### config.mk
export PLATFORM = sky130hd
export DESIGN_NAME = replicate_border_padder
export DESIGN_NICKNAME = d
export VERILOG_FILES = /design/src/rtl/rbp_pkg.sv /design/src/rtl/replicate_border_padder.sv /design/src/rtl/rbp_front.sv /design/src/rtl/rbp_fifo.sv /design/src/rtl/rbp_back.sv
export SDC_FILE = /design/constraint.sdc
export NUM_CORES = 1
export LEC_CHECK = 0
export BUFFER_PORTS_ARGS = -buffer_cell sky130_fd_sc_hd__buf_4
export CORE_MARGIN = 1.5
export CORE_UTILIZATION = 50
export CTS_CLUSTER_DIAMETER = 50
export CTS_CLUSTER_SIZE = 12
export DETAILED_ROUTE_END_ITERATION = 12
export GPL_ROUTABILITY_DRIVEN = 1
export HOLD_SLACK_MARGIN = 0.02
export PLACE_DENSITY_LB_ADDON = 0.12
export SLEW_MARGIN = 20
export SYNTH_ARGS = -nofsm -noshare
export SYNTH_HDL_FRONTEND = slang
export SYNTH_SLANG_ARGS = --single-unit
### constraint.sdc
create_clock -name clk -period 11.2 [get_ports clk]
set_clock_uncertainty 0.2 [all_clocks]
set_input_delay 0.56 -clock clk [delete_from_list [all_inputs] [get_ports clk]]
set_output_delay 0.56 -clock clk [all_outputs]
set_load 0.02 [all_outputs]
### src/rtl/rbp_pkg.sv
// ---------------------------------------------------------------------------
// rbp_pkg - shared types and constants for the replicate border padder
// Dimension limits, field widths, register indexes and the span word that
// passes from the front end to the back end.
// ---------------------------------------------------------------------------
`default_nettype none

package rbp_pkg;

  localparam int MAX_WIDTH  = 2048;
  localparam int MAX_HEIGHT = 2048;
  localparam int MAX_DIM    = (MAX_WIDTH > MAX_HEIGHT) ? MAX_WIDTH : MAX_HEIGHT;

  // register and field widths
  localparam int DIM_W   = 12;
  localparam int PAD_W   = 3;
  localparam int PIX_W   = 8;
  localparam int POS_W   = 12;
  localparam int CFG_IDX_W = 2;

  // position counters hold 0 .. MAX_DIM-1
  localparam int CNT_W = $clog2(MAX_DIM);

  // result cap per input word
  localparam int RESULT_CAP = 64;
  localparam int RUN_W      = $clog2(RESULT_CAP);

  // span queue
  localparam int FIFO_DEPTH = 4;
  localparam int FIFO_PTR_W = $clog2(FIFO_DEPTH);

  // register indexes
  localparam logic [CFG_IDX_W-1:0] CFG_FRAME_WIDTH  = 2'd0;
  localparam logic [CFG_IDX_W-1:0] CFG_FRAME_HEIGHT = 2'd1;
  localparam logic [CFG_IDX_W-1:0] CFG_PAD_WIDTH    = 2'd2;

  localparam logic [DIM_W-1:0] FRAME_WIDTH_RST  = DIM_W'(2048);
  localparam logic [DIM_W-1:0] FRAME_HEIGHT_RST = DIM_W'(2048);
  localparam logic [PAD_W-1:0] PAD_WIDTH_RST    = PAD_W'(4);

  // one input word turned into the rectangle it covers in the padded frame
  typedef struct packed {
    logic [POS_W-1:0] row_lo;
    logic [POS_W-1:0] row_hi;
    logic [POS_W-1:0] col_lo;
    logic [POS_W-1:0] col_hi;
    logic [PIX_W-1:0] value;
  } span_t;

  typedef struct packed {
    logic full;
    logic empty;
  } fifo_stat_t;

endpackage

`default_nettype wire

### src/rtl/replicate_border_padder.sv
// ---------------------------------------------------------------------------
// replicate_border_padder - clamp-to-edge border padding, scatter form
// Each luma pixel of a raster-order frame is sent to every position it fills
// in a frame padded by pad_width pixels on all four sides.
// ---------------------------------------------------------------------------
// Channels: pixel words on in_valid/in_ready/pixel_in; results on
//   out_valid/out_ready with out_row, out_col, out_value and last_of_run,
//   which marks the final result of each pixel; register writes on
//   cfg_valid/cfg_ready/cfg_index/cfg_data (0 frame_width, 1 frame_height,
//   2 pad_width). cfg_ready is always high; write only while idle.
// Path: span queue, back end span register, then the output register.
// Throughput: the back end's row/column walk gives one result per cycle unless
//   the receiver stalls. Results per pixel: one inside, pad_width+1 on an edge,
//   (pad_width+1)^2 at a corner, 2*pad_width+1 along an axis of size one; cap 64.
// The front end keeps taking pixels while a 4-word span queue has room, so
//   short runs hide behind long corner bursts.
// Reset: counters go to the top-left pixel, queue and output empty,
//   registers to 2048 x 2048 with a 4-pixel border.
// Receiver stall: the output register holds its word; the back end stops,
//   then the queue fills and in_ready drops.
// ---------------------------------------------------------------------------
`default_nettype none

module replicate_border_padder (
  input  wire logic                          clk,
  input  wire logic                          rst,
  input  wire logic                          cfg_valid,
  output logic                               cfg_ready,
  input  wire logic [rbp_pkg::CFG_IDX_W-1:0] cfg_index,
  input  wire logic [rbp_pkg::DIM_W-1:0]     cfg_data,
  input  wire logic                          in_valid,
  output logic                               in_ready,
  input  wire logic [rbp_pkg::PIX_W-1:0]     pixel_in,
  output logic                               out_valid,
  input  wire logic                          out_ready,
  output logic [rbp_pkg::POS_W-1:0]          out_row,
  output logic [rbp_pkg::POS_W-1:0]          out_col,
  output logic [rbp_pkg::PIX_W-1:0]          out_value,
  output logic                               last_of_run
);

  rbp_pkg::fifo_stat_t fifo_stat;
  rbp_pkg::span_t      push_data;
  rbp_pkg::span_t      pop_data;
  logic                push;
  logic                pop;

  // front: registers, counters, span classification
  rbp_front u_front (
    .clk       (clk),
    .rst       (rst),
    .cfg_valid (cfg_valid),
    .cfg_ready (cfg_ready),
    .cfg_index (cfg_index),
    .cfg_data  (cfg_data),
    .in_valid  (in_valid),
    .in_ready  (in_ready),
    .pixel_in  (pixel_in),
    .fifo_stat (fifo_stat),
    .push      (push),
    .push_data (push_data)
  );

  // span queue decoupling the two halves
  rbp_fifo u_fifo (
    .clk       (clk),
    .rst       (rst),
    .push      (push),
    .push_data (push_data),
    .pop       (pop),
    .pop_data  (pop_data),
    .stat      (fifo_stat)
  );

  // back: rectangle walk into the output register
  rbp_back u_back (
    .clk         (clk),
    .rst         (rst),
    .fifo_stat   (fifo_stat),
    .pop_data    (pop_data),
    .pop         (pop),
    .out_valid   (out_valid),
    .out_ready   (out_ready),
    .out_row     (out_row),
    .out_col     (out_col),
    .out_value   (out_value),
    .last_of_run (last_of_run)
  );

endmodule

`default_nettype wire

### src/rtl/rbp_front.sv
// ---------------------------------------------------------------------------
// rbp_front - config registers, raster counters and span classification
// Tracks the position of the next pixel and turns each accepted pixel into
// the rectangle of padded positions it covers.
// ---------------------------------------------------------------------------
`default_nettype none

module rbp_front (
  input  wire logic                          clk,
  input  wire logic                          rst,
  input  wire logic                          cfg_valid,
  output logic                               cfg_ready,
  input  wire logic [rbp_pkg::CFG_IDX_W-1:0] cfg_index,
  input  wire logic [rbp_pkg::DIM_W-1:0]     cfg_data,
  input  wire logic                          in_valid,
  output logic                               in_ready,
  input  wire logic [rbp_pkg::PIX_W-1:0]     pixel_in,
  input  wire rbp_pkg::fifo_stat_t           fifo_stat,
  output logic                               push,
  output rbp_pkg::span_t                     push_data
);

  logic [rbp_pkg::DIM_W-1:0] frame_width;
  logic [rbp_pkg::DIM_W-1:0] frame_height;
  logic [rbp_pkg::PAD_W-1:0] pad_width;
  logic [rbp_pkg::CNT_W-1:0] col_count;
  logic [rbp_pkg::CNT_W-1:0] row_count;
  logic [rbp_pkg::CNT_W-1:0] col_count_next;
  logic [rbp_pkg::CNT_W-1:0] row_count_next;

  logic [rbp_pkg::DIM_W-1:0] w_eff;
  logic [rbp_pkg::DIM_W-1:0] h_eff;
  logic [rbp_pkg::CNT_W-1:0] col_pos;
  logic [rbp_pkg::CNT_W-1:0] row_pos;
  logic [rbp_pkg::DIM_W-1:0] col_inc;
  logic [rbp_pkg::DIM_W-1:0] row_inc;
  logic [rbp_pkg::POS_W-1:0] col_ext;
  logic [rbp_pkg::POS_W-1:0] row_ext;
  logic [rbp_pkg::POS_W-1:0] pad_ext;

  assign cfg_ready = 1'b1;
  assign in_ready  = !fifo_stat.full;
  assign push      = in_valid && in_ready;

  always_ff @(posedge clk) begin
    if (rst) begin
      frame_width  <= rbp_pkg::FRAME_WIDTH_RST;
      frame_height <= rbp_pkg::FRAME_HEIGHT_RST;
      pad_width    <= rbp_pkg::PAD_WIDTH_RST;
    end else if (cfg_valid && cfg_ready) begin
      case (cfg_index)
        rbp_pkg::CFG_FRAME_WIDTH:  frame_width  <= cfg_data;
        rbp_pkg::CFG_FRAME_HEIGHT: frame_height <= cfg_data;
        rbp_pkg::CFG_PAD_WIDTH:    pad_width    <= cfg_data[rbp_pkg::PAD_W-1:0];
        default: ;
      endcase
    end
  end

  // zero acts as one, oversize acts as the maximum
  always_comb begin
    if (frame_width == '0) begin
      w_eff = rbp_pkg::DIM_W'(1);
    end else if (frame_width > rbp_pkg::DIM_W'(rbp_pkg::MAX_WIDTH)) begin
      w_eff = rbp_pkg::DIM_W'(rbp_pkg::MAX_WIDTH);
    end else begin
      w_eff = frame_width;
    end
    if (frame_height == '0) begin
      h_eff = rbp_pkg::DIM_W'(1);
    end else if (frame_height > rbp_pkg::DIM_W'(rbp_pkg::MAX_HEIGHT)) begin
      h_eff = rbp_pkg::DIM_W'(rbp_pkg::MAX_HEIGHT);
    end else begin
      h_eff = frame_height;
    end
  end

  // counters left out of range by a size change restart at zero
  assign col_pos = (rbp_pkg::DIM_W'(col_count) >= w_eff) ? '0 : col_count;
  assign row_pos = (rbp_pkg::DIM_W'(row_count) >= h_eff) ? '0 : row_count;

  assign col_ext = rbp_pkg::POS_W'(col_pos);
  assign row_ext = rbp_pkg::POS_W'(row_pos);
  assign pad_ext = rbp_pkg::POS_W'(pad_width);

  always_comb begin
    push_data.value  = pixel_in;
    push_data.col_lo = (col_pos == '0) ? '0 : col_ext + pad_ext;
    push_data.col_hi = (rbp_pkg::DIM_W'(col_pos) == w_eff - rbp_pkg::DIM_W'(1)) ?
                       col_ext + (pad_ext << 1) : col_ext + pad_ext;
    push_data.row_lo = (row_pos == '0) ? '0 : row_ext + pad_ext;
    push_data.row_hi = (rbp_pkg::DIM_W'(row_pos) == h_eff - rbp_pkg::DIM_W'(1)) ?
                       row_ext + (pad_ext << 1) : row_ext + pad_ext;
  end

  assign col_inc = rbp_pkg::DIM_W'(col_pos) + rbp_pkg::DIM_W'(1);
  assign row_inc = rbp_pkg::DIM_W'(row_pos) + rbp_pkg::DIM_W'(1);

  always_comb begin
    if (col_inc >= w_eff) begin
      col_count_next = '0;
      row_count_next = (row_inc >= h_eff) ? '0 : rbp_pkg::CNT_W'(row_inc);
    end else begin
      col_count_next = rbp_pkg::CNT_W'(col_inc);
      row_count_next = row_pos;
    end
  end

  always_ff @(posedge clk) begin
    if (rst) begin
      col_count <= '0;
      row_count <= '0;
    end else if (push) begin
      col_count <= col_count_next;
      row_count <= row_count_next;
    end
  end

endmodule

`default_nettype wire

### src/rtl/rbp_fifo.sv
// ---------------------------------------------------------------------------
// rbp_fifo - short span queue between front and back end
// Register-based queue with a fill count; read word is the head entry.
// ---------------------------------------------------------------------------
`default_nettype none

module rbp_fifo (
  input  wire logic           clk,
  input  wire logic           rst,
  input  wire logic           push,
  input  wire rbp_pkg::span_t push_data,
  input  wire logic           pop,
  output rbp_pkg::span_t      pop_data,
  output rbp_pkg::fifo_stat_t stat
);

  rbp_pkg::span_t mem [rbp_pkg::FIFO_DEPTH];
  logic [rbp_pkg::FIFO_PTR_W-1:0] wr_ptr;
  logic [rbp_pkg::FIFO_PTR_W-1:0] rd_ptr;
  logic [rbp_pkg::FIFO_PTR_W:0]   fill;

  assign stat.full  = (fill == (rbp_pkg::FIFO_PTR_W+1)'(rbp_pkg::FIFO_DEPTH));
  assign stat.empty = (fill == '0);
  assign pop_data   = mem[rd_ptr];

  always_ff @(posedge clk) begin
    if (push) begin
      mem[wr_ptr] <= push_data;
    end
  end

  always_ff @(posedge clk) begin
    if (rst) begin
      wr_ptr <= '0;
      rd_ptr <= '0;
      fill   <= '0;
    end else begin
      if (push) begin
        wr_ptr <= wr_ptr + 1'b1;
      end
      if (pop) begin
        rd_ptr <= rd_ptr + 1'b1;
      end
      case ({push, pop})
        2'b10:   fill <= fill + 1'b1;
        2'b01:   fill <= fill - 1'b1;
        default: fill <= fill;
      endcase
    end
  end

endmodule

`default_nettype wire

### src/rtl/rbp_back.sv
// ---------------------------------------------------------------------------
// rbp_back - result sequencer
// Walks the span rectangle of each queued word in row-major order, up to the
// result cap, into the output register: one result per cycle unless stalled.
// ---------------------------------------------------------------------------
`default_nettype none

module rbp_back (
  input  wire logic                      clk,
  input  wire logic                      rst,
  input  wire rbp_pkg::fifo_stat_t       fifo_stat,
  input  wire rbp_pkg::span_t            pop_data,
  output logic                           pop,
  output logic                           out_valid,
  input  wire logic                      out_ready,
  output logic [rbp_pkg::POS_W-1:0]      out_row,
  output logic [rbp_pkg::POS_W-1:0]      out_col,
  output logic [rbp_pkg::PIX_W-1:0]      out_value,
  output logic                           last_of_run
);

  rbp_pkg::span_t              cur;
  logic                        active;
  logic [rbp_pkg::POS_W-1:0]   row;
  logic [rbp_pkg::POS_W-1:0]   col;
  logic [rbp_pkg::RUN_W-1:0]   run;
  logic                        adv;
  logic                        last;

  assign adv  = active && (!out_valid || out_ready);
  assign last = ((row == cur.row_hi) && (col == cur.col_hi)) ||
                (run == rbp_pkg::RUN_W'(rbp_pkg::RESULT_CAP - 1));
  assign pop  = !fifo_stat.empty && (!active || (adv && last));

  always_ff @(posedge clk) begin
    if (rst) begin
      active <= 1'b0;
    end else if (pop) begin
      active <= 1'b1;
    end else if (adv && last) begin
      active <= 1'b0;
    end
  end

  always_ff @(posedge clk) begin
    if (pop) begin
      cur <= pop_data;
      row <= pop_data.row_lo;
      col <= pop_data.col_lo;
      run <= '0;
    end else if (adv) begin
      run <= run + 1'b1;
      if (col == cur.col_hi) begin
        col <= cur.col_lo;
        row <= row + 1'b1;
      end else begin
        col <= col + 1'b1;
      end
    end
  end

  always_ff @(posedge clk) begin
    if (rst) begin
      out_valid <= 1'b0;
    end else if (adv) begin
      out_valid <= 1'b1;
    end else if (out_ready) begin
      out_valid <= 1'b0;
    end
  end

  always_ff @(posedge clk) begin
    if (adv) begin
      out_row     <= row;
      out_col     <= col;
      out_value   <= cur.value;
      last_of_run <= last;
    end
  end

  // walk stays inside the span rectangle
  a_row_in_span: assert property (@(posedge clk) disable iff (rst)
    active |-> (row >= cur.row_lo) && (row <= cur.row_hi))
    else $error("row walked outside span");

  a_col_in_span: assert property (@(posedge clk) disable iff (rst)
    active |-> (col >= cur.col_lo) && (col <= cur.col_hi))
    else $error("column walked outside span");

  // a run that stops without a marked final result loses the next word's start
  a_run_ends_marked: assert property (@(posedge clk) disable iff (rst)
    (active && adv && !pop) |=> (out_valid && (last_of_run || active)))
    else $error("run ended without a marked final result");

endmodule

`default_nettype wire

==> metrics.txt, run 1 <==
outcome finished clean; most frequent cells in the layout 325 x edfxtp_1, 156 x nand2_1, 96 x nor2_1, 85 x a21oi_1, 84 x o21ai_0; Rows 70; clock insertion delay at the later pin of the skew report between 0.5 and 0.6 ns; Yosys cell types 77; initial antenna violation count 0; Buffers on Ports a little over 60; # IOs between 60 and 70; CTS tree done; filler cell count between 3k and 4k; Synth Flop Type edfxtp_1; Detailed Route WL a little over 40 mm; pin count of the biggest net entering global routing about 90; Detail Route Antenna Nets 0; CP bufs+invs 2; first-pass GRT wire length 64.8 mm; yosys warns 0; post-DP HPWL approximately 27 mm; #FFs+latches synth 391; syn_nets between 1.5k and 2k; ANT cells 0; Hold Violations, Final 0; Die Width between 150 and 200 um; nature of the critical path startpoint register; DIE AREA slightly below 0.04 mm^2; Avg Inst Size Synth around 13 um^2; depth of the worst register-to-register path 25; Final GP Congestion slightly above 0.9; register area between 0.01 and 0.015 mm^2; largest family of logic cells by synthesized area simple AND/OR/NAND/NOR gates; crit-path leading delay family simple AND/OR/NAND/NOR gates; vias in the first global route 11.8k; Seq/Total Area, Yosys 0.587; post-CTS setup buffers 0; CP Capture Type register; commonest non-fill, non-tap cell in the layout edfxtp_1; CTS Hold Bufs 9; # setup viols final 0; Worst Setup Path Type reg2reg; reg2reg end u_front.row_count[0]; number of flops mapped to enable cells by yosys approximately 330; Synth Area in Simple Gates 0.121; flop-to-flop setup slack between 4 and 5 ns; RSZ-0062 raised after global routing no; TNS Setup 0 ns; die height a little under 200 um; DRT Pass-1 Iters 5; via count between 10k and 15k; cts repair resizes 0; xor/xnor cell area share of the yosys netlist 0.0506; Initial DRC Count 720; reg2reg start u_front.frame_width[3]; min Tclk post-route ~6.3 ns; placed inst area between 0.015 and 0.02 mm^2; Peak VDD IR 0.181 mV; Compound-Gate Fraction of Synth Area 0.0829; Vias per Instance ~5.7; Post-synth ARST share 0; Global Route Usage Sum 0.214; Max-cap violations 0; WP depth 25; mapped cell area roughly 0.019 mm^2; share of cells above drive strength 1 0.136; # H-tree levels 2; CP peak stage delay ~0.87 ns; clock-pin slew on the worst setup and hold paths about 0.060 ns; clk root buf clkbuf_16; CTS max path bufs 3; Placeable Area 0.0369 mm^2; adder-cell area share of the yosys netlist 0.0530; Worst path slowest cell nor3_1; Max Slew Vio Count 0; post-route clock period utilization 0.566; Routed WL per cell approximately 20 um; Area Overhead vs Synth 12.3%; TritonCTS Buffers 43; Slew HR 0.313; post-synthesis mux area share 0.0817; Least-Margin Pin Slew about 1.0 ns; crit path capture u_front.row_count[0]; initial core utilization 0.512; CP Data Required Time roughly 11 ns; grt ovf 0; synthesized instance count 1507; multi-input logic area roughly 0.0074 mm^2; Static Leak between 7 and 8 nW; net count reported at finish ~1.7k; # clock sinks 391; hold path cells 3; Hold/Removal Path Class in2reg; crit path DAT 6.60 ns; Critical Path Source u_front.frame_width[3]; power density cells ~210 mW/mm^2; Max Clock Freq roughly 0.16 GHz; largest fanout on the critical path 12; # DRC 0; final instance area ~0.021 mm^2
-- worst min path at each step --
stage,startpoint,to,slack [ns]
2_1_floorplan,u_back.cur[0],u_back.out_value[0],0.20
3_3_place_gp,u_back.cur[7],u_back.out_value[7],0.20
3_5_place_dp,u_back.cur[2],u_back.out_value[2],0.21
4_1_cts,cfg_data[0],u_front.frame_height[0],0.04
5_1_grt,cfg_data[0],u_front.pad_width[0],0.07
6_report,cfg_data[0],u_front.frame_width[0],0.07
-- final cells by class --
| type | count | area share |
|---|---|---|
| flip-flops and latches | 391 | 0.523 |
| repair buffers | 88 | 0.0322 |
| clock buffers | 59 | 0.0536 |
| well taps | 504 | 0.0297 |
| multi-input cells | 999 | 0.347 |
| clock inverters | 15 | 0.00761 |
| inverters | 40 | 0.00714 |
-- worst min-delay path, stage by stage --
cell and delay (ns):
buf_4 0.12, nand2_1 0.05, a21oi_1 0.05
-- kinds of logic after synthesis --
| kind of cell | Yosys count |
|---|---|
| flops | 391 |
| simple gates | 471 |
| buf+inv | 117 |
| fa+ha+maj | 77 |
| other cells | 1 |
| compound gates | 257 |
| mux | 84 |
| xor+xnor | 109 |
-- Yosys cell counts, types with 10 or more instances --
| cell type | count | area share |
|---|---|---|
| nand2b_1 | 18 | 0.0060 |
| a21o_1 | 16 | 0.0064 |
| and2_1 | 11 | 0.0036 |
| nor2_1 | 96 | 0.019 |
| mux2i_1 | 27 | 0.014 |
| nand4_1 | 14 | 0.0046 |
| nor3_1 | 33 | 0.0087 |
| mux4_2 | 56 | 0.067 |
| xor2_1 | 60 | 0.028 |
| nor2b_1 | 12 | 0.0040 |
| nand2_1 | 156 | 0.031 |
| buf_1 | 13 | 0.0026 |
| dfxtp_1 | 66 | 0.070 |
| and3_1 | 16 | 0.0053 |
| xnor2_1 | 49 | 0.023 |
| inv_1 | 39 | 0.0078 |
| nand3_1 | 51 | 0.014 |
| o21ai_0 | 85 | 0.023 |
| nor4_1 | 18 | 0.0060 |
| edfxtp_1 | 325 | 0.52 |
| or3_1 | 10 | 0.0033 |
| ha_1 | 72 | 0.048 |
| a21oi_1 | 85 | 0.023 |
| clkbuf_1 | 58 | 0.012 |
-- per-stage QoR --
| step | power (mW) | hold WS [ns] | util | worst slack (ns) | std cells |
|---|---|---|---|---|---|
| global route | 4.71 | 0.0700 | 0.575 | 4.25 | 2096 |
| CTS | 4.54 | 0.0414 | 0.575 | 4.91 | 2096 |
| finish | 4.49 | 0.0690 | 0.575 | 4.86 | 2096 |
| floorplan | 2.86 | 0.200 | - | 5.47 | 1507 |
| detailed placement | 3.21 | 0.207 | 0.537 | 4.92 | 2013 |
| global placement | 3.19 | 0.202 | 0.537 | 5.12 | 2013 |
-- metal layers --
| metal | wire, um | GRT usage |
|---|---|---|
| met4 | 927 | 0.0639 |
| met1 | 19400 | 0.306 |
| met5 | 0 | 0 |
| met3 | 1820 | 0.0304 |
| met2 | 18800 | 0.341 |
-- registers in the layout, indices dropped and copies added, names as in the netlist, 12 cells and up, named ones only --
name                  count
u_back.col               12
u_back.cur               44
u_back.out_col           12
u_back.out_row           12
u_back.row               12
u_fifo.mem              224
u_front.frame_height     12
u_front.frame_width      12
-- power by group --
part	leakage, nW	switching (mW)	internal [mW]
combinational	3.23	0.583	0.391
sequential	3.55	0.188	2.01
clock	0.627	0.557	0.761
(Power assumes the default switching activity.)
==> run 2: changes to the inputs <==
==> constraint.sdc (replaced) <==
create_clock -name clk -period 5.53 [get_ports clk]
set_clock_uncertainty 0.2 [all_clocks]
set_input_delay 0.2765 -clock clk [delete_from_list [all_inputs] [get_ports clk]]
set_output_delay 0.2765 -clock clk [all_outputs]
set_load 0.02 [all_outputs]
==> run 2 against run 1 <==
  * Sequential power up 100%
  * Core utilization up 1.7 points
  * Combinational power up 100%
  * Non-clock buffer count up 61
  * Critical path depth down 4
  * Power up 110%
  * Global-route usage up 0.52 points
  * Final cell count up 3.1%
  * Routed wire length up 1.7%
  * Register-to-register slack worse by 4.5 ns
  * Design area up 3.0%
  * Sequential cell count unchanged
  * Critical endpoint unchanged
  * Largest cell class unchanged
==> metrics.txt, run 2 (same netlist as run 1, synthesis figures left out) <==
Final GP Congestion ~0.87; worst slack, placed 0.147 ns; Pwr Total about 9.2 mW; pin count of the biggest net entering global routing 60; Largest register FFs around 220; nature of the critical path startpoint register; clock-pin slew on the worst setup and hold paths roughly 0.06 ns; Final WS setup roughly 0.4 ns; crit path DAT around 5.4 ns; Max Slew Vio Count 0; post-DP HPWL 28.2 mm; CTS max path bufs 3; Switching Fraction 0.293; largest fanout on the critical path 4; Buffers on Ports 61; clock insertion delay at the later pin of the skew report between 0.5 and 0.6 ns; Biggest register u_fifo.mem; Area Overhead vs Synth 15.7%; # DRC 0; die height 197 um; Least-Margin Pin Slew 1.07 ns; Max-cap violations 0; Vias per Instance 5.66; Peak VDD IR between 0.2 and 0.25 mV; Rows 70; Detailed Route WL slightly above 40 mm; placed inst area 0.0201 mm^2; outcome finished clean; # H-tree levels 2; grt ovf 0; Worst Setup Path Type reg2reg; Detail Route Antenna Nets 0; Hold Violations, Final 0; Hold/Removal Path Class in2reg; cell internal pwr between 6 and 7 mW; TritonCTS Buffers 43; CTS tree done; post-route clock period utilization 0.928; CP Capture Type register; Reg power frac 0.483; power density cells ~420 mW/mm^2; Placeable Area 0.0369 mm^2; TNS Setup 0 ns; clk root buf clkbuf_16; Global Route Usage Sum 0.219; vias in the first global route between 10k and 15k; DIE AREA 0.0389 mm^2; most frequent cells in the layout 325 x edfxtp_1, 156 x nand2_1, 121 x buf_4, 94 x nor2_1, 85 x a21oi_1; placed cell count about 2k; Static Leak 7.73 nW; Initial DRC Count between 600 and 700; Logic pwr share 0.215; # IOs 63; initial antenna violation count 0; P_sw 2.70 mW; # clock sinks approximately 400; first-pass GRT wire length 66.6 mm; Routed WL per cell ~19 um; Die Width 197 um; min Tclk post-route 5.13 ns; DRT Pass-1 Iters 5; post-layout util 0.592; Final Non-Filler Cells 2161; final instance area approximately 0.022 mm^2; hold_ws between 0.02 and 0.025 ns; initial core utilization 0.512; Slew HR 0.285; net count reported at finish approximately 1.7k; Max Clock Freq between 0.15 and 0.2 GHz; biggest regs u_fifo.mem: 224 flops, u_back.cur: 44 flops; clock share of power 0.302; commonest non-fill, non-tap cell in the layout edfxtp_1; ANT cells 0; CP Data Required Time 5.80 ns; # setup viols final 0; share of cells above drive strength 1 0.166; via count 12.2k
==> run 2: area by class of cell <==
class                           count  area [um^2]
Fill cell                        2973        15000
Sequential cell                   391        11100
Inverter                           40          151
Timing Repair Buffer              149         1180
Multi-Input combinational cell    999         7420
Tap cell                          504          631
Clock inverter                     13          179
Clock buffer                       65         1190
==> run 2: power groups by stage <==
stage | clock network [mW] | logic [mW] | registers, mW
global placement | 0 | 1.95 | 4.51
detailed placement | 0 | 1.99 | 4.53
floorplan | 0 | 1.33 | 4.46
finish | 2.78 | 1.98 | 4.46
CTS | 2.83 | 2.00 | 4.47
global route | 2.94 | 2.19 | 4.54
==> run 2: repair_timing <==
action / CTS / global route
endpoints found under the hold margin: 63 / 0
resized for setup: 0 / 15
hold buffers: 26 / 0
setup buffers: 0 / 5
setup endpoints to repair: 0 / 22
==> run 2: final timing paths <==
| check | cells after the start | to | slack [ns] | startpoint |
|---|---|---|---|---|
| max | 21 | u_front.row_count[0] | 0.40 | u_front.frame_width[0] |
| min | 3 | u_back.out_valid | 0.02 | out_ready |
| max reg2reg | 21 | u_front.row_count[0] | 0.40 | u_front.frame_width[0] |
| min reg2reg | 0 | u_back.out_value[0] | 0.22 | u_back.cur[0] |
==> run 2: critical path, stage by stage (launching register included) <==
cell and delay [ns]:
dfxtp_1 0.32, or3_1 0.39, nor2_1 0.11, o21ai_1 0.08, inv_1 0.09, ha_1 0.22, nor3b_1 0.20, o21ai_1 0.13
a311oi_2 0.42, and2_4 0.25, ha_4 0.16, nand3_2 0.13, nor3_1 0.25, xnor2_1 0.13, ha_1 0.31, a21o_1 0.11
a21o_1 0.14, a41o_1 0.10, o31ai_1 0.12, or2_2 0.32, or4b_2 0.61, a311oi_1 0.26
==> run 2: per-layer routing <==
metal / GRT usage / share of wire / up-vias
met3: 0.0287 / 0.043 / 56
li1: - / - / 5867
met4: 0.0633 / 0.020 / 0
met2: 0.357 / 0.46 / 281
met1: 0.310 / 0.47 / 6036
met5: 0 / 0 / -
==> run 3: changes to the inputs <==
--- a/config.mk
+++ b/config.mk
@@ -7,7 +7,7 @@
 export LEC_CHECK = 0
 export BUFFER_PORTS_ARGS = -buffer_cell sky130_fd_sc_hd__buf_4
 export CORE_MARGIN = 1.5
-export CORE_UTILIZATION = 50
+export CORE_UTILIZATION = 31
 export CTS_CLUSTER_DIAMETER = 50
 export CTS_CLUSTER_SIZE = 12
 export DETAILED_ROUTE_END_ITERATION = 12
==> run 3 against run 2 <==
  * Clock power rose by 9.0%
  * Worst hold slack improved by 0.035 ns
  * Largest cell class unchanged
  * Sequential power barely moved
  * Register-to-register slack got worse by 0.097 ns
  * Critical endpoint unchanged
==> metrics.txt, run 3 (same netlist as run 1, synthesis figures left out) <==
min Tclk post-route between 5 and 6 ns; crit path DAT about 5.5 ns; # DRC 0; initial core utilization 0.313; Routed met2 length between 20 and 25 mm; Vias per Instance approximately 5; via count 12.1k; # IOs 63; multi-input logic area 0.00741 mm^2; placed cell count about 2.3k; reg2reg end u_front.row_count[0]; filler cell count about 5.8k; Detail Route Antenna Nets 0; CP Data Required Time ~5.8 ns; vias in the first global route ~13k; clock-pin slew on the worst setup and hold paths approximately 0.060 ns; Final Non-Filler Cells approximately 2.5k; first-pass GRT wire length between 70 and 80 mm; # clock sinks ~390; DIE AREA between 0.06 and 0.07 mm^2; met3 WL ~1.9 mm; Max-cap violations 0; Placeable Area between 0.06 and 0.07 mm^2; hold path cells 4; initial antenna violation count 1; Final GP Congestion approximately 0.8; Biggest register u_fifo.mem; Least-Margin Pin Slew 0.971 ns; Hold/Removal Path Class in2reg; share of cells above drive strength 1 0.180; Hold Violations, Final 0; Die Width 250 um; # H-tree levels 2; clock insertion delay at the later pin of the skew report about 0.57 ns; Max Clock Freq roughly 0.19 GHz; die height 250 um; Hold Startpoint cfg_index[1]; Max Slew Vio Count 0; Largest register FFs between 200 and 250; flop-to-flop setup slack 0.30 ns; TritonCTS Buffers 47; post-route clock period utilization 0.945; final instance area between 0.02 and 0.025 mm^2; placed inst area around 0.021 mm^2; Pwr Total 9.51 mW; DRT Pass-1 Iters 5; Routed WL per cell 18.8 um; WHS Endpoint u_front.pad_width[0]; register area 0.0111 mm^2; post-layout util 0.373; Peak VDD IR 0.235 mV; top sig layer met5; Initial DRC Count approximately 570; outcome finished clean; power density cells 423 mW/mm^2; pin count of the biggest net entering global routing 60; # setup viols final 0; largest fanout on the critical path 8; ANT cells 0; wl on met1 about 23 mm; Worst Setup Path Type reg2reg; most frequent cells in the layout 325 x edfxtp_1, 156 x nand2_1, 139 x buf_4, 95 x nor2_1, 84 x a21oi_1; Buffers on Ports just over 60; Rows 90; grt ovf 0; net count reported at finish 1751; clk root buf clkbuf_16; biggest regs u_fifo.mem: 224 flops, u_back.cur: 44 flops; depth of the worst register-to-register path 20; Global Route Usage Sum 0.149; CP Capture Type register; Area Overhead vs Synth 19.0%; reg2reg start u_front.frame_width[11]; CTS tree done; nature of the critical path startpoint register; post-DP HPWL roughly 31 mm; Slew HR 0.353; commonest non-fill, non-tap cell in the layout edfxtp_1; Detailed Route WL approximately 46 mm; Static Leak a little under 8 nW; CTS max path bufs 3
run 3: changes by cell type in the layout (fill, tap and decap cells not counted), sizes merged:
cell | before | now
buf | 123 | 141
bufinv | 3 | 2
clkbuf | 65 | 69
clkinv | 4 | 10
dlygate4sd3 | 26 | 27
run 3: layer usage:
metal / up-vias / GRT usage
li1: 5918 / -
met1: 5928 / 0.210
met2: 203 / 0.239
met3: 61 / 0.0250
met4: 2 / 0.0357
met5: - / 0
run 3: repair_timing:
action | in CTS | in global routing
endpoints found under the setup margin | 0 | 26
hold buffers | 27 | 0
buffers inserted | 0 | 5
gates resized for setup | 0 | 10
endpoints found under the hold margin | 68 | 0
run 3: worst max-delay path by stage:
stage | start | to | slack (ns) | depth (start not counted)
6_report | u_front.frame_width[11] | u_front.row_count[0] | 0.30 | 20
5_1_grt | u_front.frame_height[3] | u_front.row_count[0] | -0.04 | 23
4_1_cts | u_front.frame_width[8] | u_front.row_count[0] | 0.07 | 24
3_5_place_dp | u_front.frame_width[8] | u_front.row_count[0] | 0.07 | 24
3_3_place_gp | u_front.frame_width[8] | u_front.row_count[0] | 0.15 | 24
2_1_floorplan | u_front.frame_width[0] | u_front.row_count[0] | 0.02 | 27
run 3: stage by stage:
stage | setup slack (ns) | hold WS (ns) | setup TNS (ns)
6_report | 0.303 | 0.0548 | 0
5_1_grt | -0.0369 | 0.105 | -0.0369
4_1_cts | 0.0724 | 0.0272 | 0
3_5_place_dp | 0.0737 | 0.206 | 0
3_3_place_gp | 0.149 | 0.203 | 0
2_1_floorplan | 0.0152 | 0.175 | 0
run 3: power by group:
part	leakage [nW]	internal (mW)	switching, mW
Sequential	3.55	4.06	0.379
Clock	0.749	1.79	1.24
Combinational	3.62	0.824	1.22
run 3: layout make-up:
class	count	area share
Clock buffer	69	0.0593
Multi-Input combinational cell	999	0.329
Inverter	40	0.00673
Clock inverter	18	0.00863
Tap cell	782	0.0435
Sequential cell	391	0.493
Timing Repair Buffer	168	0.0592
run 3: worst max-delay path, stage by stage (launching register included):
cell       delay [ns]
dfxtp_1          0.30
inv_1            0.22
nand2_1          0.15
ha_1             0.32
a2111oi_0        0.46
o21ai_1          0.18
a311oi_2         0.26
buf_4            0.17
and2_4           0.17
ha_2             0.22
nand3_2          0.14
nor3_1           0.24
xnor2_1          0.14
ha_1             0.31
a21o_1           0.11
a21o_1           0.15
nor3_1           0.07
o21a_1           0.13
or2_2            0.31
or4b_2           0.63
a311oi_2         0.28
